[src/design/dhws_pkg.sv]
// ----------------------------------------------------------------------------
// dhws_pkg
// Shared constants, state encodings and control groups of the dominant hue
// window search block.
// ----------------------------------------------------------------------------
package dhws_pkg;

	localparam int HUE_BINS_DEF   = 360;
	localparam int COUNT_BITS_DEF = 24;
	localparam int FINAL_SPAN     = 5;
	localparam int HUE_W          = 9;

	typedef enum logic [2:0] {
		C_CLEAR,
		C_ACCUM,
		C_FLUSH,
		C_SEARCH,
		C_RESULT
	} ctl_state_t;

	typedef enum logic [2:0] {
		S_IDLE,
		S_INIT,
		S_SLIDE,
		S_DRAIN,
		S_NEXT,
		S_FINAL,
		S_FDRAIN,
		S_DONE
	} srch_state_t;

	typedef enum logic [2:0] {
		TAG_NONE,
		TAG_INIT,
		TAG_INIT_LAST,
		TAG_IN,
		TAG_OUT,
		TAG_FINAL,
		TAG_FINAL_FIRST
	} rd_tag_t;

	typedef struct packed {
		logic take;
		logic clr_any;
	} acc_ctl_t;

	typedef struct packed {
		logic any_chromatic;
		logic last_taken;
	} acc_sts_t;

endpackage

[src/design/dhws_search.sv]
// ----------------------------------------------------------------------------
// dhws_search
// Window search sequencer: one histogram read per cycle, sliding window sums
// over shrinking ranges, then the largest bin of the final range.
// ----------------------------------------------------------------------------
module dhws_search #(
	parameter int HUE_BINS   = dhws_pkg::HUE_BINS_DEF,
	parameter int COUNT_BITS = dhws_pkg::COUNT_BITS_DEF
) (
	input  logic                        clk,
	input  logic                        arst_n,
	input  logic                        start,
	input  logic [COUNT_BITS-1:0]       rdata,
	output logic [$clog2(HUE_BINS)-1:0] raddr,
	output logic                        done,
	output logic [$clog2(HUE_BINS)-1:0] winner
);
	import dhws_pkg::*;

	localparam int ADDR_W = $clog2(HUE_BINS);
	localparam int IDX_W  = ADDR_W + 1;
	localparam int LEN_W  = $clog2(HUE_BINS + 1);
	localparam int SUM_W  = COUNT_BITS + ADDR_W;
	localparam logic [IDX_W-1:0] BINS_I = IDX_W'(HUE_BINS);
	localparam logic [LEN_W-1:0] BINS_L = LEN_W'(HUE_BINS);
	localparam logic [LEN_W-1:0] SPAN_L = LEN_W'(FINAL_SPAN);

	function automatic logic [ADDR_W-1:0] wrap_idx(input logic [IDX_W-1:0] v);
		logic [IDX_W-1:0] w;
		w = (v >= BINS_I) ? v - BINS_I : v;
		return w[ADDR_W-1:0];
	endfunction

	srch_state_t           state_q, state_d;
	logic [ADDR_W-1:0]     start_q;
	logic [ADDR_W-1:0]     best_start_q;
	logic [LEN_W-1:0]      len_q;
	logic [LEN_W-1:0]      k_q;
	logic [LEN_W-1:0]      j_q;
	logic                  circ_q;
	logic                  ph_q;
	logic [SUM_W-1:0]      sum_q;
	logic [SUM_W-1:0]      acc_q;
	logic [SUM_W-1:0]      best_q;
	logic [COUNT_BITS-1:0] top_q;
	logic [ADDR_W-1:0]     winner_q;
	rd_tag_t               tag_s1;
	logic [ADDR_W-1:0]     idx_s1;
	logic [ADDR_W-1:0]     cand_s1;

	rd_tag_t               issue_tag;
	logic [LEN_W-1:0]      half;
	logic [LEN_W-1:0]      slide_end;
	logic [IDX_W-1:0]      base;
	logic [ADDR_W-1:0]     seq_idx;
	logic [ADDR_W-1:0]     in_idx;
	logic [ADDR_W-1:0]     out_idx;
	logic [ADDR_W-1:0]     cand_idx;
	logic [SUM_W-1:0]      rd_ext;
	logic [SUM_W-1:0]      nsum;
	logic                  init_end;

	assign half      = len_q >> 1;
	assign slide_end = circ_q ? len_q - LEN_W'(1) : len_q - half;
	assign base      = IDX_W'(start_q);
	assign seq_idx   = wrap_idx(base + IDX_W'(k_q));
	assign in_idx    = wrap_idx(base + IDX_W'(j_q) + IDX_W'(half) - IDX_W'(1));
	assign out_idx   = wrap_idx(base + IDX_W'(j_q) - IDX_W'(1));
	assign cand_idx  = wrap_idx(base + IDX_W'(j_q));
	assign init_end  = (k_q == half - LEN_W'(1));
	assign rd_ext    = SUM_W'(rdata);
	assign nsum      = acc_q - rd_ext;
	assign winner    = winner_q;

	always_comb begin
		state_d = state_q;
		case (state_q)
			S_IDLE: begin
				if (start) state_d = S_INIT;
			end
			S_INIT: begin
				if (init_end) state_d = S_SLIDE;
			end
			S_SLIDE: begin
				if (ph_q && j_q == slide_end) state_d = S_DRAIN;
			end
			S_DRAIN: state_d = S_NEXT;
			S_NEXT: begin
				state_d = (half > SPAN_L) ? S_INIT : S_FINAL;
			end
			S_FINAL: begin
				if (k_q == len_q - LEN_W'(1)) state_d = S_FDRAIN;
			end
			S_FDRAIN: state_d = S_DONE;
			S_DONE:   state_d = S_IDLE;
			default:  state_d = S_IDLE;
		endcase
	end

	always_comb begin
		raddr     = seq_idx;
		issue_tag = TAG_NONE;
		done      = 1'b0;
		case (state_q)
			S_INIT: begin
				issue_tag = init_end ? TAG_INIT_LAST : TAG_INIT;
			end
			S_SLIDE: begin
				raddr     = ph_q ? out_idx : in_idx;
				issue_tag = ph_q ? TAG_OUT : TAG_IN;
			end
			S_FINAL: begin
				issue_tag = (k_q == '0) ? TAG_FINAL_FIRST : TAG_FINAL;
			end
			S_DONE:  done = 1'b1;
			default: issue_tag = TAG_NONE;
		endcase
	end

	always_ff @(posedge clk or negedge arst_n) begin
		if (!arst_n) begin
			state_q <= S_IDLE;
			tag_s1  <= TAG_NONE;
			start_q <= '0;
			len_q   <= BINS_L;
			circ_q  <= 1'b1;
			k_q     <= '0;
			j_q     <= '0;
			ph_q    <= 1'b0;
		end else begin
			state_q <= state_d;
			tag_s1  <= issue_tag;
			case (state_q)
				S_IDLE: begin
					if (start) begin
						start_q <= '0;
						len_q   <= BINS_L;
						circ_q  <= 1'b1;
						k_q     <= '0;
					end
				end
				S_INIT: begin
					if (init_end) begin
						k_q  <= '0;
						j_q  <= LEN_W'(1);
						ph_q <= 1'b0;
					end else begin
						k_q <= k_q + LEN_W'(1);
					end
				end
				S_SLIDE: begin
					ph_q <= !ph_q;
					if (ph_q) j_q <= j_q + LEN_W'(1);
				end
				S_NEXT: begin
					start_q <= best_start_q;
					len_q   <= half;
					circ_q  <= 1'b0;
					k_q     <= '0;
				end
				S_FINAL: k_q <= k_q + LEN_W'(1);
				default: k_q <= k_q;
			endcase
		end
	end

	always_ff @(posedge clk) begin
		idx_s1  <= raddr;
		cand_s1 <= cand_idx;
		if (state_q == S_INIT && k_q == '0) sum_q <= '0;
		case (tag_s1)
			TAG_INIT: sum_q <= sum_q + rd_ext;
			TAG_INIT_LAST: begin
				sum_q        <= sum_q + rd_ext;
				best_q       <= sum_q + rd_ext;
				best_start_q <= start_q;
			end
			TAG_IN: acc_q <= sum_q + rd_ext;
			TAG_OUT: begin
				sum_q <= nsum;
				if (nsum > best_q) begin
					best_q       <= nsum;
					best_start_q <= cand_s1;
				end
			end
			TAG_FINAL_FIRST: begin
				top_q    <= rdata;
				winner_q <= idx_s1;
			end
			TAG_FINAL: begin
				if (rdata > top_q) begin
					top_q    <= rdata;
					winner_q <= idx_s1;
				end
			end
			default: acc_q <= acc_q;
		endcase
	end

endmodule

[config.mk]
export PLATFORM = sky130hd
export DESIGN_NAME = dhws_search
export DESIGN_NICKNAME = d
export VERILOG_FILES = /design/src/design/dhws_pkg.sv /design/src/design/dhws_search.sv
export SDC_FILE = /design/constraint.sdc
export NUM_CORES = 1
export LEC_CHECK = 0
export BUFFER_PORTS_ARGS = -buffer_cell sky130_fd_sc_hd__buf_4
export CELL_PAD_IN_SITES_DETAIL_PLACEMENT = 1
export CELL_PAD_IN_SITES_GLOBAL_PLACEMENT = 1
export CORE_ASPECT_RATIO = 0.8
export CORE_UTILIZATION = 52
export DETAILED_ROUTE_END_ITERATION = 10
export GPL_TIMING_DRIVEN = 0
export HOLD_SLACK_MARGIN = 0.06
export PLACE_DENSITY_LB_ADDON = 0.05
export SLEW_MARGIN = 20
export SYNTH_ARGS = -nofsm -noshare
export SYNTH_HDL_FRONTEND = slang
export SYNTH_SLANG_ARGS = --single-unit
export TNS_END_PERCENT = 10
[constraint.sdc]
create_clock -name clk -period 14.3 [get_ports clk]
set_input_delay 2.145 -clock clk [delete_from_list [all_inputs] [get_ports clk]]
set_output_delay 2.145 -clock clk [all_outputs]
set_load 0.005 [all_outputs]
==> Word-level counts from Yosys, hierarchy flattened <==
Cells that the tools add are included.
{ "word_totals": {"latchBits": 0, "register_bits": 203, "romBits": 0, "mem_bits_rw": 0, "elab_cells": 122, "memories": 0, "output_inout_bits": 19, "in_bits": 27} }
{ "classes": {"bitwise_logic": 0, "shift": 0, "add_sub_neg": 16, "mul": 0, "n_mux": 41, "magnitude_cmp": 7, "div": 0, "eq_ne": 23, "n_reduce_logical": 19} }
{ "op_table": {"columns": ["op", "n"], "rows": [
  ["$pmux W33 S2", 2],
  ["$mux W9", 14],
  ["$pmux W9 S2", 5],
  ["$mux W33", 2],
  ["$pmux W24 S2", 1],
  ["$ge A10 B9 Y1 const B", 4],
  ["$pmux W9 S4", 1],
  ["$sub A9 B9 Y9 const B", 4],
  ["$add A33 B24 Y33", 1],
  ["$gt A33 B33 Y1", 1],
  ["$sub A33 B24 Y33", 1],
  ["$eq A9 B9 Y1", 3],
  ["$gt A24 B24 Y1", 1],
  ["$mux W24", 1],
  ["$pmux W3 S8", 1],
  ["$eq A3 B3 Y1 const B", 7],
  ["$add A9 B9 Y10", 2],
  ["$sub A10 B1 Y10 const B", 2],
  ["$add A9 B1 Y9 const B", 2],
  ["$mux W3", 6],
  ["$ne A2 B2 Y1 const B", 7],
  ["$eq A3 B2 Y1 const B", 4],
  ["$add A10 B8 Y10", 1],
  ["$reduce_and A2 Y1", 5],
  ["19 further kinds", 28]
]} }

==> Depth between registers and ports, before layout <==
Gate-level depths: netlist (run 1).
{ "depth": {"ltp_word": 7, "ltp_mapped": 23, "ltp_nobuf": 23} }

==> Worst setup path after synthesis (run 1) <==
No wires, ideal clock.
{ "synth_timing": {"kind": "in2reg", "start": "input rdata[13]", "end": "register best_q[0] (enable)", "required_time_ns": 13.844, "n_path_buf": 0, "setup_slack_ns": 6.484, "setup_ns": 0.456, "t_arrival_ns": 7.360, "cell_stages": 18, "cell_sequence": "inv_1 -> ha_1 -> a21oi_1 -> o21ai_1 -> a21o_1 -> a21o_1 -> a2111o_1 -> o22ai_1 -> o21ai_1 -> or2_1 -> nor3_1 -> xnor2_1 -> inv_1 -> ha_1 -> nand4_1 -> nor4_1 -> a221oi_1 -> o22ai_1"} }
{ "synth_via": {"elab_chain_len": 4} }
{ "synth_rtl": {"columns": ["element", "line", "rtl"], "rows": [
  ["start: declaration", "dhws_search.sv:13", "input logic [COUNT_BITS-1:0] rdata,"],
  ["$sub A33 B24 Y33", "dhws_search.sv:72", "assign nsum = acc_q - rd_ext;"],
  ["$gt A33 B33 Y1", "dhws_search.sv:181", "if (nsum > best_q) begin"],
  ["$ne A2 B2 Y1 (no line)", null, null],
  ["$reduce_and A2 Y1 (no line)", null, null],
  ["end signal: assignment", "dhws_search.sv:175", "best_q <= sum_q + rd_ext;"],
  ["end signal: assignment", "dhws_search.sv:182", "best_q <= nsum;"],
  ["end: declaration", "dhws_search.sv:44", "logic [SUM_W-1:0] best_q;"]
]} }
No other way between the ends.
A chain may end at the register's enable or synchronous reset.

==> Worst setup path after layout (run 1) <==
{ "layout_timing": {"start": "register j_q[0]", "end": "output raddr[7]"} }
{ "layout_via": {"elab_chain_len": 7, "elab_cells_between_ends": 12, "cone_classes": "add/sub (6); order compare (2); mux (4)"} }
{ "layout_rtl": {"columns": ["element", "line", "rtl"], "rows": [
  ["start: declaration", "dhws_search.sv:39", "logic [LEN_W-1:0] j_q;"],
  ["start signal: assignment", "dhws_search.sv:153", "if (ph_q) j_q <= j_q + LEN_W'(1);"],
  ["$add A9 B9 Y10 *", "dhws_search.sv:67, dhws_search.sv:68", null],
  ["$add A10 B8 Y10", "dhws_search.sv:67", "assign in_idx = wrap_idx(base + IDX_W'(j_q) + IDX_W'(half) - IDX_W'(1));"],
  ["$sub A10 B1 Y10", "dhws_search.sv:67", null],
  ["$sub A9 B9 Y9 or $ge A10 B9 Y1 (tied branches)", "dhws_search.sv:30", "w = (v >= BINS_I) ? v - BINS_I : v;"],
  ["$mux W9", "dhws_search.sv:30", null],
  ["$mux W9 *", "dhws_search.sv:109", "raddr = ph_q ? out_idx : in_idx;"],
  ["$mux W9 *", "dhws_search.sv:104", "case (state_q)"],
  ["end: declaration", "dhws_search.sv:14", "output logic [$clog2(HUE_BINS)-1:0] raddr,"]
]} }
Mark *: on every way between the ends. The rest lies on a longest branch, timed or not.

==> results by group, run 1 <==
Run status
  • Status: completed

Pwr
  • VDD IR max: around 84 µV
  • Clock power frac: between 30 and 40%
  • Leakage: approximately 7.4 nW
  • Combinational share of power: 30.7%
  • Reg power frac: 36.3%
  • PD cells: roughly 130 nW/µm²
  • Pint: approximately 0.0015 W
  • Switching share of power: ~32%
  • Sw power: slightly above 0.0007 W

Clock network
  • Clk buf depth: 3
  • CTS resizes: 0
  • Cts hold-fix bufs: 0
  • Clock net sink count: a little over 200
  • CTS tree: yes
  • Inserted Clock Buffers: 24
  • Clock Pin Slew Worst Setup and Hold Paths: about 0.060 ns
  • H-tree depth: 1
  • Clk root buf: clkbuf_16
  • Clock Latency Late Sink: roughly 0.52 ns
  • Post-CTS Setup Repair Bufs: 0

Synth
  • Synth Area in Adders: between 15 and 20%
  • Synth top area cells: edfxtp_1 (29%), ha_1 (14%), dfrtp_1 (6.6%), xnor2_1 (5.2%), inv_1 (4.6%)
  • Post-synthesis sequential area ratio: a little under two fifths
  • Cells after Synth: ~1,600
  • Synthesis-stage register bit count: between 200 and 250
  • Distinct cells, synth: a little over 80
  • Post-synthesis async set-or-reset flop share: around a fifth
  • Top cell type by total area after synthesis: edfxtp_1
  • Synthesized cell area: roughly 15,000 µm²
  • Post-Synth Simple-Gate Area: ~14%
  • Largest family of logic cells by synthesized area: compound AO/OA/AOI/OAI gates
  • Synthesized Nets: roughly 1,800
  • Share of the synthesized area in the top cell type: 28.61%
  • Number of synthesized flops with an enable pin: 141
  • Mean Syn Cell Area: approximately 9.4 µm²
  • XOR/XNOR share of the synthesized area: about 8.6%
  • Yosys warns: 0
  • Fraction of the mapped netlist area in compound gates: about 17%
  • Main synth FF type: edfxtp_1
  • Post-synthesis mux area share: ~1.2%

Timing
  • Slew headroom: slightly below 40%
  • Unrepaired setup endpoints after global routing: no
  • Fmax: 131.1 MHz
  • Layout Skew: between 0.01 and 0.015 ns
  • Final Setup Violations: 0
  • Worst slew pin tran: 0.9152 ns
  • Setup_tns: 0 ns
  • Fin. Hold Viols: 0
  • Pins over their slew limit: 0
  • Final Cycle Share: between 50% and 60%
  • Tmin final: about 7.6 ns

Setup path
  • Family with the most delay on the worst path: adder cells
  • Max Fanout on Critical Path: 7
  • Reg2reg path depth: 21
  • Slowest CP cell: dfrtp_1
  • Worst path bufs/invs: 2
  • Critical Path, Cell by Cell: ha_1, fa_1, xor2_1, inv_1, ha_1, fa_1, nor2b_1, o21ai_1, nor3b_1, nor2_1, o311a_1, a22oi_1, o22ai_1, nand2_1, xnor2_1, o21ai_1, a31oi_1, buf_4
  • Critical Path RT: around 12 ns
  • Crit path arrival time: between 5 and 6 ns
  • Crit Reg-Reg Endpoint: best_start_q[5]$_DFFE_PP_
  • R2r startpoint: acc_q[0]$_DFFE_PN_
  • Worst setup EP type: output pin
  • Startpoint Class: flop
  • Crit path from: j_q[0]$_DFFE_PN0P_
  • Setup slack, reg-to-reg: ~8.7 ns
  • Worst path max stage delay: about 0.46 ns
  • Critical path class: flop to output pin

Layout
  • Layout cells sized above 1: between 8 and 9%
  • Non-Filler Instances: a little over 2,000
  • ANT cells: 0
  • Nets: around 1,900
  • P&R area growth vs syn: 12.90%

Floorplan
  • Rows: 54
  • Initial Util: 53.55%
  • Top-Level Pins: 46
  • DIE HEIGHT: approximately 150 µm
  • Die Area: between 20,000 and 30,000 µm²
  • Core Area: between 20,000 and 30,000 µm²
  • Die X: around 190 µm

Place
  • Post-DP HPWL: between 30,000 and 40,000 µm
  • Port Buffers: 45
  • Cells after DPL: about 2,000
  • Final Wtd Congestion: 0.8982

GRT
  • Vias in the first global route: between 10,000 and 15,000
  • Global-route wire length before repair: 68,930 µm
  • Initial antenna violation count: 0
  • GRT Total Usage: a little under a third
  • Total gr overflow: 0
  • Largest net degree at the start of global routing: 44

Detailed routing
  • Starting DRT DRC Count: 687
  • Final ANT Viol Nets: 0
  • Drt wl/cell: around 21 µm
  • TritonRoute pass-1 iters: 5
  • Vias: 12,160
  • DRC: 0
  • Final wirelength: about 44,000 µm
  • Number of vias per cell: approximately 6.0

Hold path
  • WHS Endpoint: winner[5]$_DFFE_PP_
  • Hold_sp: idx_s1[5]$_DFF_P_
  • WHS Path Cells: 0
  • HP Class: flop to flop

Job
  • Maxcap violations: 0
[cells in the final DEF, fill, tap and decap left out, types with 46 or more instances in the layout]
master,Yosys,final
nand2_1,167,167
buf_4,1,46
edfxtp_1,141,141
ha_1,168,168
o21ai_0,87,87
nor2_1,84,83
inv_1,182,182
xor2_1,52,52
a21oi_1,89,89
xnor2_1,88,88
a21o_1,56,56
[how the worst max path moves through the flow]
stage,cells past startpoint,endpoint
after floorplan,18,best_q[0]$_DFFE_PP_
after global routing,18,raddr[7]
final,18,raddr[7]
after detailed placement,20,best_start_q[7]$_DFFE_PP_
after global placement,18,best_q[2]$_DFFE_PP_
after CTS,18,raddr[7]
[per-stage QoR]
step	instance area (µm²)	power [W]	hold WS (ns)	setup WS, ns	util, %
after floorplan	14800	0.001251	0.3855	6.484	-
after global placement	15590	0.001401	0.3872	3.993	56.42
after detailed placement	15780	0.001442	0.3906	6.869	57.09
after CTS	16710	0.002175	0.4016	6.687	60.46
after global routing	16710	0.002272	0.4082	6.314	60.46
final	16710	0.002168	0.3992	6.673	60.46
[routing by layer]
layer / vias to the layer above / share of wire, % / GRT usage (%)
li1: 5739 / - / -
met4: 0 / 2.5 / 8.305
met5: - / 0 / 0
met2: 279 / 46 / 49.02
met1: 6070 / 47 / 42.68
met3: 75 / 4.6 / 3.605
[registers in the layout, summed over array words and instances (netlist names), 24 cells and up]
signal / cells
acc_q: 33
sum_q: 33
top_q: 24
best_q: 33
[synth_stat cells, drive strengths merged, types with 5 or more instances]
cell,n
a2111oi,5
nor2,84
xnor2,91
a21boi,7
o21a,9
nand2b,22
nand2,168
a21o,56
fa,6
inv,185
o21bai,10
a211oi,18
xor2,52
o2bb2ai,6
dfxtp,18
o21ai,106
buf,7
and3,10
ha,168
and2,9
nor2b,26
a31oi,16
nand3,29
mux2i,15
a22o,9
or2,10
nor4,6
o22ai,21
clkbuf,29
a21oi,91
nor3,19
nand4,27
dfrtp,39
a221oi,5
edfxtp,141
[worst reg2reg max path, delay by kind of cell (launching register included)]
kind	cells	cell delay, ns
XOR/XNOR	1	0.21
flip-flops	1	0.36
adder cells (fa/ha/maj)	3	0.89
AO/OA/AOI/OAI	8	1.96
AND/OR/NAND/NOR	5	1.48
buffers and inverters	4	0.45
[power by group through the flow]
stage / registers [W] / logic, W / clock network, W
after floorplan: 0.000791 / 0.000460 / 0
after global placement: 0.000795 / 0.000607 / 0
after global routing: 0.000791 / 0.000737 / 0.000744
after detailed placement: 0.000799 / 0.000643 / 0
after CTS: 0.000787 / 0.000663 / 0.000726
final: 0.000786 / 0.000665 / 0.000717
[kinds of logic (layout without fill, tap and decap cells)]
family                   Yosys count  count (layout)
AND/OR/NAND/NOR                  428             428
multiplexers                      17              17
buffers and inverters            221             315
AO/OA/AOI/OAI                    393             393
flip-flops                       202             202
adder cells (fa/ha/maj)          174             174
XOR/XNOR                         143             143
[final cells by class]
type | count | area, µm²
Multi-Input combinational cell | 1155 | 8319
Clock inverter | 16 | 254.0
Timing Repair Buffer | 50 | 475.5
Fill cell | 3130 | 10930
Clock buffer | 28 | 678.2
Tap cell | 364 | 455.4
Inverter | 185 | 694.4
Buffer | 36 | 156.4
Sequential cell | 202 | 5675
Power figures use the tool's default switching activity.
==> inputs of run 2 (changes only) <==
ABC_AREA = 1   (was unset)
CORE_UTILIZATION = 44   (was 52)
clock period = 6.3 ns   (was 14.3 ns; I/O delays follow)
==> run 2 against run 1 <==
Sequential power up 130%. Non-clock buffer count down 11. Area after synthesis up 6.5%. Flip-flop and latch count unchanged. Total power up 120%. Highest routed layer unchanged.
==> results by group, run 2 <==
Run status
  • Status: completed

Synth
  • Distinct cells, synth: 56 (-32%)
  • Synthesis-stage register bit count: 202 (unchanged)
  • Top cell type by total area after synthesis: edfxtp_1
  • Mean Syn Cell Area: 7.909 µm² (-16%)
  • Top-count cell post-synth: nand2_1
  • Cells after Synth: 1,992 (+26%)
  • Main synth FF type: edfxtp_1
  • Post-synthesis sequential area ratio: 36.02% (-2.3 points)
  • Post-synthesis async set-or-reset flop share: 21.29% (unchanged)
  • Share of the synthesized area in the top cell type: 26.87% (-1.7 points)
  • Yosys warns: 0 (unchanged)
  • Synthesized Nets: 2,193 (+23%)
  • Number of synthesized flops with an enable pin: 141 (unchanged)
  • Synth top area cells: edfxtp_1 (27%), ha_1 (13%), nand2_1 (11%), inv_1 (7.1%), dfrtp_1 (6.2%)
  • Synthesized cell area: 15,760 µm² (+6.5%)
  • Post-synth top cells: nand2_1 (460), inv_1 (299), ha_1 (168)

Setup path
  • Critical Path RT: 5.35 ns (-6.80 ns)
  • R2r startpoint: acc_q[0]$_DFFE_PN_
  • Startpoint Class: flop
  • Crit path arrival time: 4.92 ns (-0.56 ns)
  • Crit path from: j_q[0]$_DFFE_PN0P_
  • Critical path class: flop to output pin
  • Worst setup EP type: output pin
  • Crit Reg-Reg Endpoint: best_q[27]$_DFFE_PP_
  • Slowest CP cell: dfrtp_1
  • Reg2reg path depth: 21 (unchanged)
  • Most frequent cell on the critical path: nand2_1
  • Crit path to: raddr[6]
  • Worst path max stage delay: 0.53 ns (+0.07 ns)
  • Setup slack, reg-to-reg: 1.20 ns (-7.45 ns)
  • Max Fanout on Critical Path: 9 (+2)

Pwr
  • Design Power: 0.004723 W (+120%)
  • PD cells: 267.0 nW/µm² (+110%)
  • Leakage: 8.428 nW (+14%)
  • VDD IR max: 207.1 µV (+150%)

Timing
  • Layout Skew: 0.03097 ns (+0.01901 ns)
  • Final hold slack: 0.4016 ns (+0.002397 ns)
  • Unrepaired setup endpoints after global routing: no
  • Worst slew pin tran: 0.9515 ns (+0.03637 ns)
  • Fmax: ~170 MHz
  • Final Cycle Share: just over 90%
  • Pins over their slew limit: 0 (unchanged)
  • Fin. Hold Viols: 0 (unchanged)
  • Final Setup Violations: 0 (unchanged)
  • Slew headroom: 34.92% (-3.7 points)
  • Tmin final: 5.870 ns

GRT
  • Vias in the first global route: 14,440 (+13%)
  • Initial antenna violation count: 0 (unchanged)
  • Largest net degree at the start of global routing: 44 (unchanged)
  • Total gr overflow: 0 (unchanged)
  • GRT Total Usage: 27.90% (-2.4 points)
  • Global-route wire length before repair: 78,920 µm (+14%)

Floorplan
  • Core Area: 35,030 µm² (+27%)
  • DIE HEIGHT: 171.3 µm (+12%)
  • Die X: 213.6 µm (+12%)
  • Initial Util: 44.97% (-8.6 points)
  • Die Area: 36,570 µm² (+25%)
  • Rows: 61 (+13%)
  • Top-Level Pins: 46 (unchanged)

Detailed routing
  • Final ANT Viol Nets: 0 (unchanged)
  • TritonRoute pass-1 iters: 5 (unchanged)
  • Vias: 13,860 (+14%)
  • DRC: 0 (unchanged)
  • Final wirelength: 49,490 µm (+13%)
  • Drt wl/cell: 19.31 µm (-10%)
  • Starting DRT DRC Count: 806 (+17%)
  • Number of vias per cell: 5.408 (-9.5%)

Place
  • Port Buffers: 45 (unchanged)
  • Final Wtd Congestion: 0.8887 (-1.1%)
  • Post-DP HPWL: 39,800 µm (+18%)

Layout
  • Fill count: 4,293 (+37%)
  • Most common cell after layout, fill and taps aside: nand2_1
  • Layout cells sized above 1: 8.800% (+0.37 points)
  • Most frequent cells in the layout: nand2_1 (459), inv_1 (299), ha_1 (168), edfxtp_1 (141), nand3_1 (134)
  • Top Registers: acc_q (33), best_q (33), sum_q (33)
  • ANT cells: 0 (unchanged)
  • Nets: 2,274 (+23%)
  • P&R area growth vs syn: 12.26%

Clock network
  • Clock Latency Late Sink: 0.56 ns (+0.04 ns)
  • Clock Pin Slew Worst Setup and Hold Paths: 0.05 ns (about the same)
  • Clk root buf: clkbuf_16
  • CTS tree: yes
  • Clock net sink count: 202 (unchanged)
  • Inserted Clock Buffers: 25 (+4.2%)
  • H-tree depth: 1 (unchanged)
  • Clk buf depth: 3 (unchanged)

Hold path
  • HP Class: flop to flop

Job
  • Maxcap violations: 0 (unchanged)
## run 2: cell count changes after synthesis, sizes merged, moves of 26 or more
cell   change
nand2    +322
a21oi     +32
nor2b     -26
xnor2     -67
o21ai     +38
inv      +123
nand3    +114
a21o      -49
nor2      +34
## run 2: cells by family after synthesis
| group | count (synthesis) | synth area share, % |
|---|---|---|
| AND/OR/NAND/NOR | 860 | 24.58 |
| flip-flops | 202 | 36.02 |
| adder cells (fa/ha/maj) | 174 | 14.10 |
| buffers and inverters | 332 | 8.005 |
| AO/OA/AOI/OAI | 323 | 11.58 |
| XOR/XNOR | 101 | 5.710 |
## run 2: through the flow
| step | cell area, µm² | TNS (ns) | setup WS (ns) | util, % | cells |
|---|---|---|---|---|---|
| finish | 17690 | 0 | 0.4304 | 50.49 | 2563 |
| detailed placement | 16850 | 0 | 0.4988 | 48.10 | 2518 |
| global route | 17690 | 0 | 0.04376 | 50.49 | 2563 |
| CTS | 17670 | 0 | 0.2547 | 50.43 | 2563 |
| floorplan | 15760 | 0 | 0.5920 | - | 1992 |
| global placement | 16680 | -77.81 | -1.856 | 47.62 | 2509 |
## run 2: routing by layer
metal | track usage [%] | vias up | part of all wire (%)
met5 | 0 | - | 0
met4 | 4.814 | 0 | 1.5
met3 | 2.629 | 42 | 3.1
met2 | 49.62 | 224 | 49
met1 | 37.05 | 6782 | 46
li1 | - | 6813 | -
## run 2: worst min path at each step
stage,from,to,cells after the start
3_5_place_dp,idx_s1[6]$_DFF_P_,winner[6]$_DFFE_PP_,0
2_1_floorplan,idx_s1[0]$_DFF_P_,winner[0]$_DFFE_PP_,0
6_report,idx_s1[8]$_DFF_P_,winner[8]$_DFFE_PP_,0
5_1_grt,idx_s1[5]$_DFF_P_,winner[5]$_DFFE_PP_,0
4_1_cts,idx_s1[6]$_DFF_P_,winner[6]$_DFFE_PP_,0
3_3_place_gp,idx_s1[3]$_DFF_P_,winner[3]$_DFFE_PP_,0
## run 2: cell type report
class                           count  area, µm²  area share [%]
Multi-Input combinational cell   1458       8864           50.11
Sequential cell                   202       5675           32.09
Inverter                          311       1167           6.600
Clock buffer                       34      699.4           3.954
Tap cell                          472      590.6           3.339
Timing Repair Buffer               54      478.0           2.702
Clock inverter                     11      118.9          0.6720
Buffer                             21      93.84          0.5306
## run 2: power breakdown
group / switching, W / internal [W] / leakage (nW) / total (W)
Combinational: 0.00102 / 0.000477 / 6.05 / 0.00149
Clock: 0.000602 / 0.000859 / 0.401 / 0.00146
Sequential: 0.0000459 / 0.00172 / 1.97 / 0.00177
## run 2: repair_timing
action | 4_1_cts | 5_1_grt
hold buffers | 0 | 0
hold endpoints to repair | 0 | 0
endpoints found under the setup margin | 0 | 3
setup buffers | 0 | 0
resized for setup | 0 | 3
## run 2: worst max-delay path: cells and delay by family, from the launching register on
| kind | cells | cell delay [ns] |
|---|---|---|
| simple gates | 15 | 1.53 |
| fa+ha+maj | 4 | 1.42 |
| flops | 1 | 0.53 |
| xor+xnor | 1 | 0.19 |
| buf+inv | 3 | 0.31 |
| compound gates | 3 | 0.38 |
==> inputs of run 3 (changes only) <==
GPL_TIMING_DRIVEN = unset   (was 0)
==> run 3 against run 2 <==
Total power is 0.35% higher. Critical endpoint is now raddr[7]. Core utilization shrank 0.54 points. Hold slack lost 0.00092 ns. Combinational power rose by 3%. Final area decreased by 1.1%. Highest routed layer unchanged.
==> results by group, run 3 (synthesized netlist as in run 2, its figures left out) <==
Place
  • Final Wtd Congestion: 0.8891 (about the same)
  • Cells after DPL: 2,494 (-0.95%)
  • Post-DP HPWL: 39,120 µm (-1.7%)
  • Port Buffers: 45 (unchanged)

Layout
  • Most frequent cells in the layout: nand2_1 (459), inv_1 (299), ha_1 (168), edfxtp_1 (141), nand3_1 (134)
  • Non-Filler Instances: 2,541 (-0.86%)
  • Fill count: 4,308 (+0.35%)
  • Layout cells sized above 1: 8.603% (-0.20 points)
  • Nets: 2,252 (-0.97%)
  • Top Registers: acc_q (33), best_q (33), sum_q (33)
  • Most common cell after layout, fill and taps aside: nand2_1
  • P&R area growth vs syn: 11.05%
  • ANT cells: 0 (unchanged)

Timing
  • Fin. Hold Viols: 0 (unchanged)
  • Pins over their slew limit: 0 (unchanged)
  • Final hold slack: 0.4006 ns (-0.0009200 ns)
  • Layout Skew: 0.02108 ns (-0.009884 ns)
  • Fmax: 172.2 MHz (+1.1%)
  • Tmin final: 5.807 ns (-0.06215 ns)
  • Setup_tns: 0 ns (unchanged)
  • Final Cycle Share: 92.18% (-0.99 points)
  • Slew headroom: 22.43% (-12 points)
  • Final Setup Violations: 0 (unchanged)
  • Worst slew pin tran: 1.160 ns (+0.2087 ns)
  • Unrepaired setup endpoints after global routing: no

Floorplan
  • Die Area: 36,570 µm² (unchanged)
  • DIE HEIGHT: 171.3 µm (unchanged)
  • Core Area: 35,030 µm² (unchanged)
  • Die X: 213.6 µm (unchanged)
  • Top-Level Pins: 46 (unchanged)
  • Initial Util: 44.97% (unchanged)
  • Rows: 61 (unchanged)

GRT
  • Total gr overflow: 0 (unchanged)
  • Global-route wire length before repair: 78,580 µm (-0.43%)
  • Largest net degree at the start of global routing: 44 (unchanged)
  • GRT Total Usage: 27.78% (-0.12 points)
  • Vias in the first global route: 14,560 (+0.82%)
  • Initial antenna violation count: 0 (unchanged)

Pwr
  • Sw power: 0.001706 W (+2.5%)
  • Combinational share of power: 32.5% (+0.9 points)
  • Pint: 0.003033 W (-0.84%)
  • Reg power frac: 37.3% (about the same)
  • Switching share of power: 36.00% (+0.77 points)
  • PD cells: 270.9 nW/µm² (+1.4%)
  • Clock power frac: 30.2% (-0.7 points)
  • Leakage: 8.354 nW (-0.88%)
  • VDD IR max: 193.3 µV (-6.6%)

Setup path
  • Max Fanout on Critical Path: 9 (unchanged)
  • Crit path arrival time: 4.86 ns (-0.06 ns)
  • Family with the most delay on the worst path: adder cells
  • Critical Path RT: 5.35 ns (about the same)
  • Worst path max stage delay: 0.50 ns (-0.03 ns)
  • Slowest CP cell: dfrtp_1
  • Worst setup EP type: output pin
  • Worst path bufs/invs: 3 (unchanged)
  • Critical path class: flop to output pin
  • Startpoint Class: flop
  • Most frequent cell on the critical path: nand2_1

Clock network
  • CTS tree: yes
  • Clk buf depth: 3 (unchanged)
  • Cts hold-fix bufs: 0 (unchanged)
  • Clock Latency Late Sink: 0.55 ns (about the same)
  • H-tree depth: 1 (unchanged)
  • Inserted Clock Buffers: 25 (unchanged)
  • Clock net sink count: 202 (unchanged)
  • Clk root buf: clkbuf_16
  • Clock Pin Slew Worst Setup and Hold Paths: 0.07 ns (+0.02 ns)

Detailed routing
  • TritonRoute pass-1 iters: 5 (unchanged)
  • Drt wl/cell: 19.46 µm (+0.79%)
  • Vias: 13,900 (+0.27%)
  • Final ANT Viol Nets: 0 (unchanged)
  • DRC: 0 (unchanged)
  • Starting DRT DRC Count: 789 (-2.1%)
  • Final wirelength: 49,450 µm (about the same)
  • Number of vias per cell: 5.470 (+1.1%)

Hold path
  • HP Class: flop to flop

Job
  • Maxcap violations: 0 (unchanged)

Run status
  • Status: completed
[run 3: cell types whose count changed in the layout (fill, tap and decap cells not counted), moves of 2 or more]
cell,change
clkbuf_1,-16
clkinv_1,+2
clkinv_4,+2
buf_2,-3
buf_16,-3
clkbuf_8,-2
[run 3: final timing paths]
kind | end | cells past startpoint | slack [ns] | startpoint
min in group asynchronous | len_q[2]$_DFFE_PN0P_ | 1 | 0.42 | arst_n
setup / recovery | raddr[7] | 25 | 0.49 | j_q[0]$_DFFE_PN0P_
max in group asynchronous | start_q[6]$_DFFE_PN0P_ | 1 | 5.45 | arst_n
hold / removal | winner[0]$_DFFE_PP_ | 0 | 0.40 | idx_s1[0]$_DFF_P_
hold reg to reg | winner[0]$_DFFE_PP_ | 0 | 0.40 | idx_s1[0]$_DFF_P_
setup reg to reg | best_q[27]$_DFFE_PP_ | 18 | 1.32 | acc_q[2]$_DFFE_PN_
[run 3: what timing repair did]
action,in CTS,in global routing
setup buffers,0,2
setup endpoints to repair,0,4
endpoints found under the hold margin,0,0
resized for setup,0,2
[run 3: final cells by class]
type                    instances  area (µm²)  share of cell area, %
inverters                     311        1167                  6.672
clock inverters                14       125.1                 0.7151
multi-input cells            1458        8860                  50.64
well taps                     472       590.6                  3.375
flip-flops and latches        202        5675                  32.44
repair buffers                 53       410.4                  2.346
clock buffers                  31       668.1                  3.819
[run 3: worst register-to-register path: stages, from the launching register on]
cell	delay [ns]
edfxtp_1	0.40
ha_1	0.38
a21oi_1	0.27
o211ai_2	0.21
nand3_1	0.14
nand3_2	0.14
a21boi_1	0.28
o21ai_0	0.19
xor2_1	0.21
ha_1	0.35
nand4_1	0.12
nor3_1	0.24
o21ai_0	0.15
nand4_1	0.10
nand2_1	0.05
a21boi_0	0.15
nor2_1	0.09
o21ai_4	0.74
buf_4	0.44
[run 3: per-stage QoR]
step | instance area [µm²] | setup slack [ns] | util [%] | total power, W
final | 17500 | 0.4926 | 49.94 | 0.004739
after detailed placement | 16680 | 0.6692 | 47.62 | 0.003302
after global routing | 17500 | 0.08893 | 49.94 | 0.005004
after global placement | 16660 | 0.8385 | 47.56 | 0.003260
after floorplan | 15760 | 0.5920 | - | 0.002796
after CTS | 17470 | 0.3104 | 49.88 | 0.004766
[run 3: layer usage]
layer | global-route usage, % | part of all wire, % | routed length, µm
met1 | 36.88 | 47 | 23050
met2 | 47.42 | 47 | 23110
met3 | 2.958 | 3.3 | 1621
met4 | 8.696 | 3.4 | 1667
met5 | 0 | 0 | 0
[run 3: power by group through the flow]
| stage | logic (W) | registers, W | clock network [W] |
|---|---|---|---|
| 6_report | 0.00154 | 0.00177 | 0.00143 |
| 5_1_grt | 0.00172 | 0.00178 | 0.00151 |
| 4_1_cts | 0.00154 | 0.00177 | 0.00146 |
| 3_5_place_dp | 0.00151 | 0.00180 | 0 |
| 3_3_place_gp | 0.00147 | 0.00179 | 0 |
| 2_1_floorplan | 0.00102 | 0.00178 | 0 |
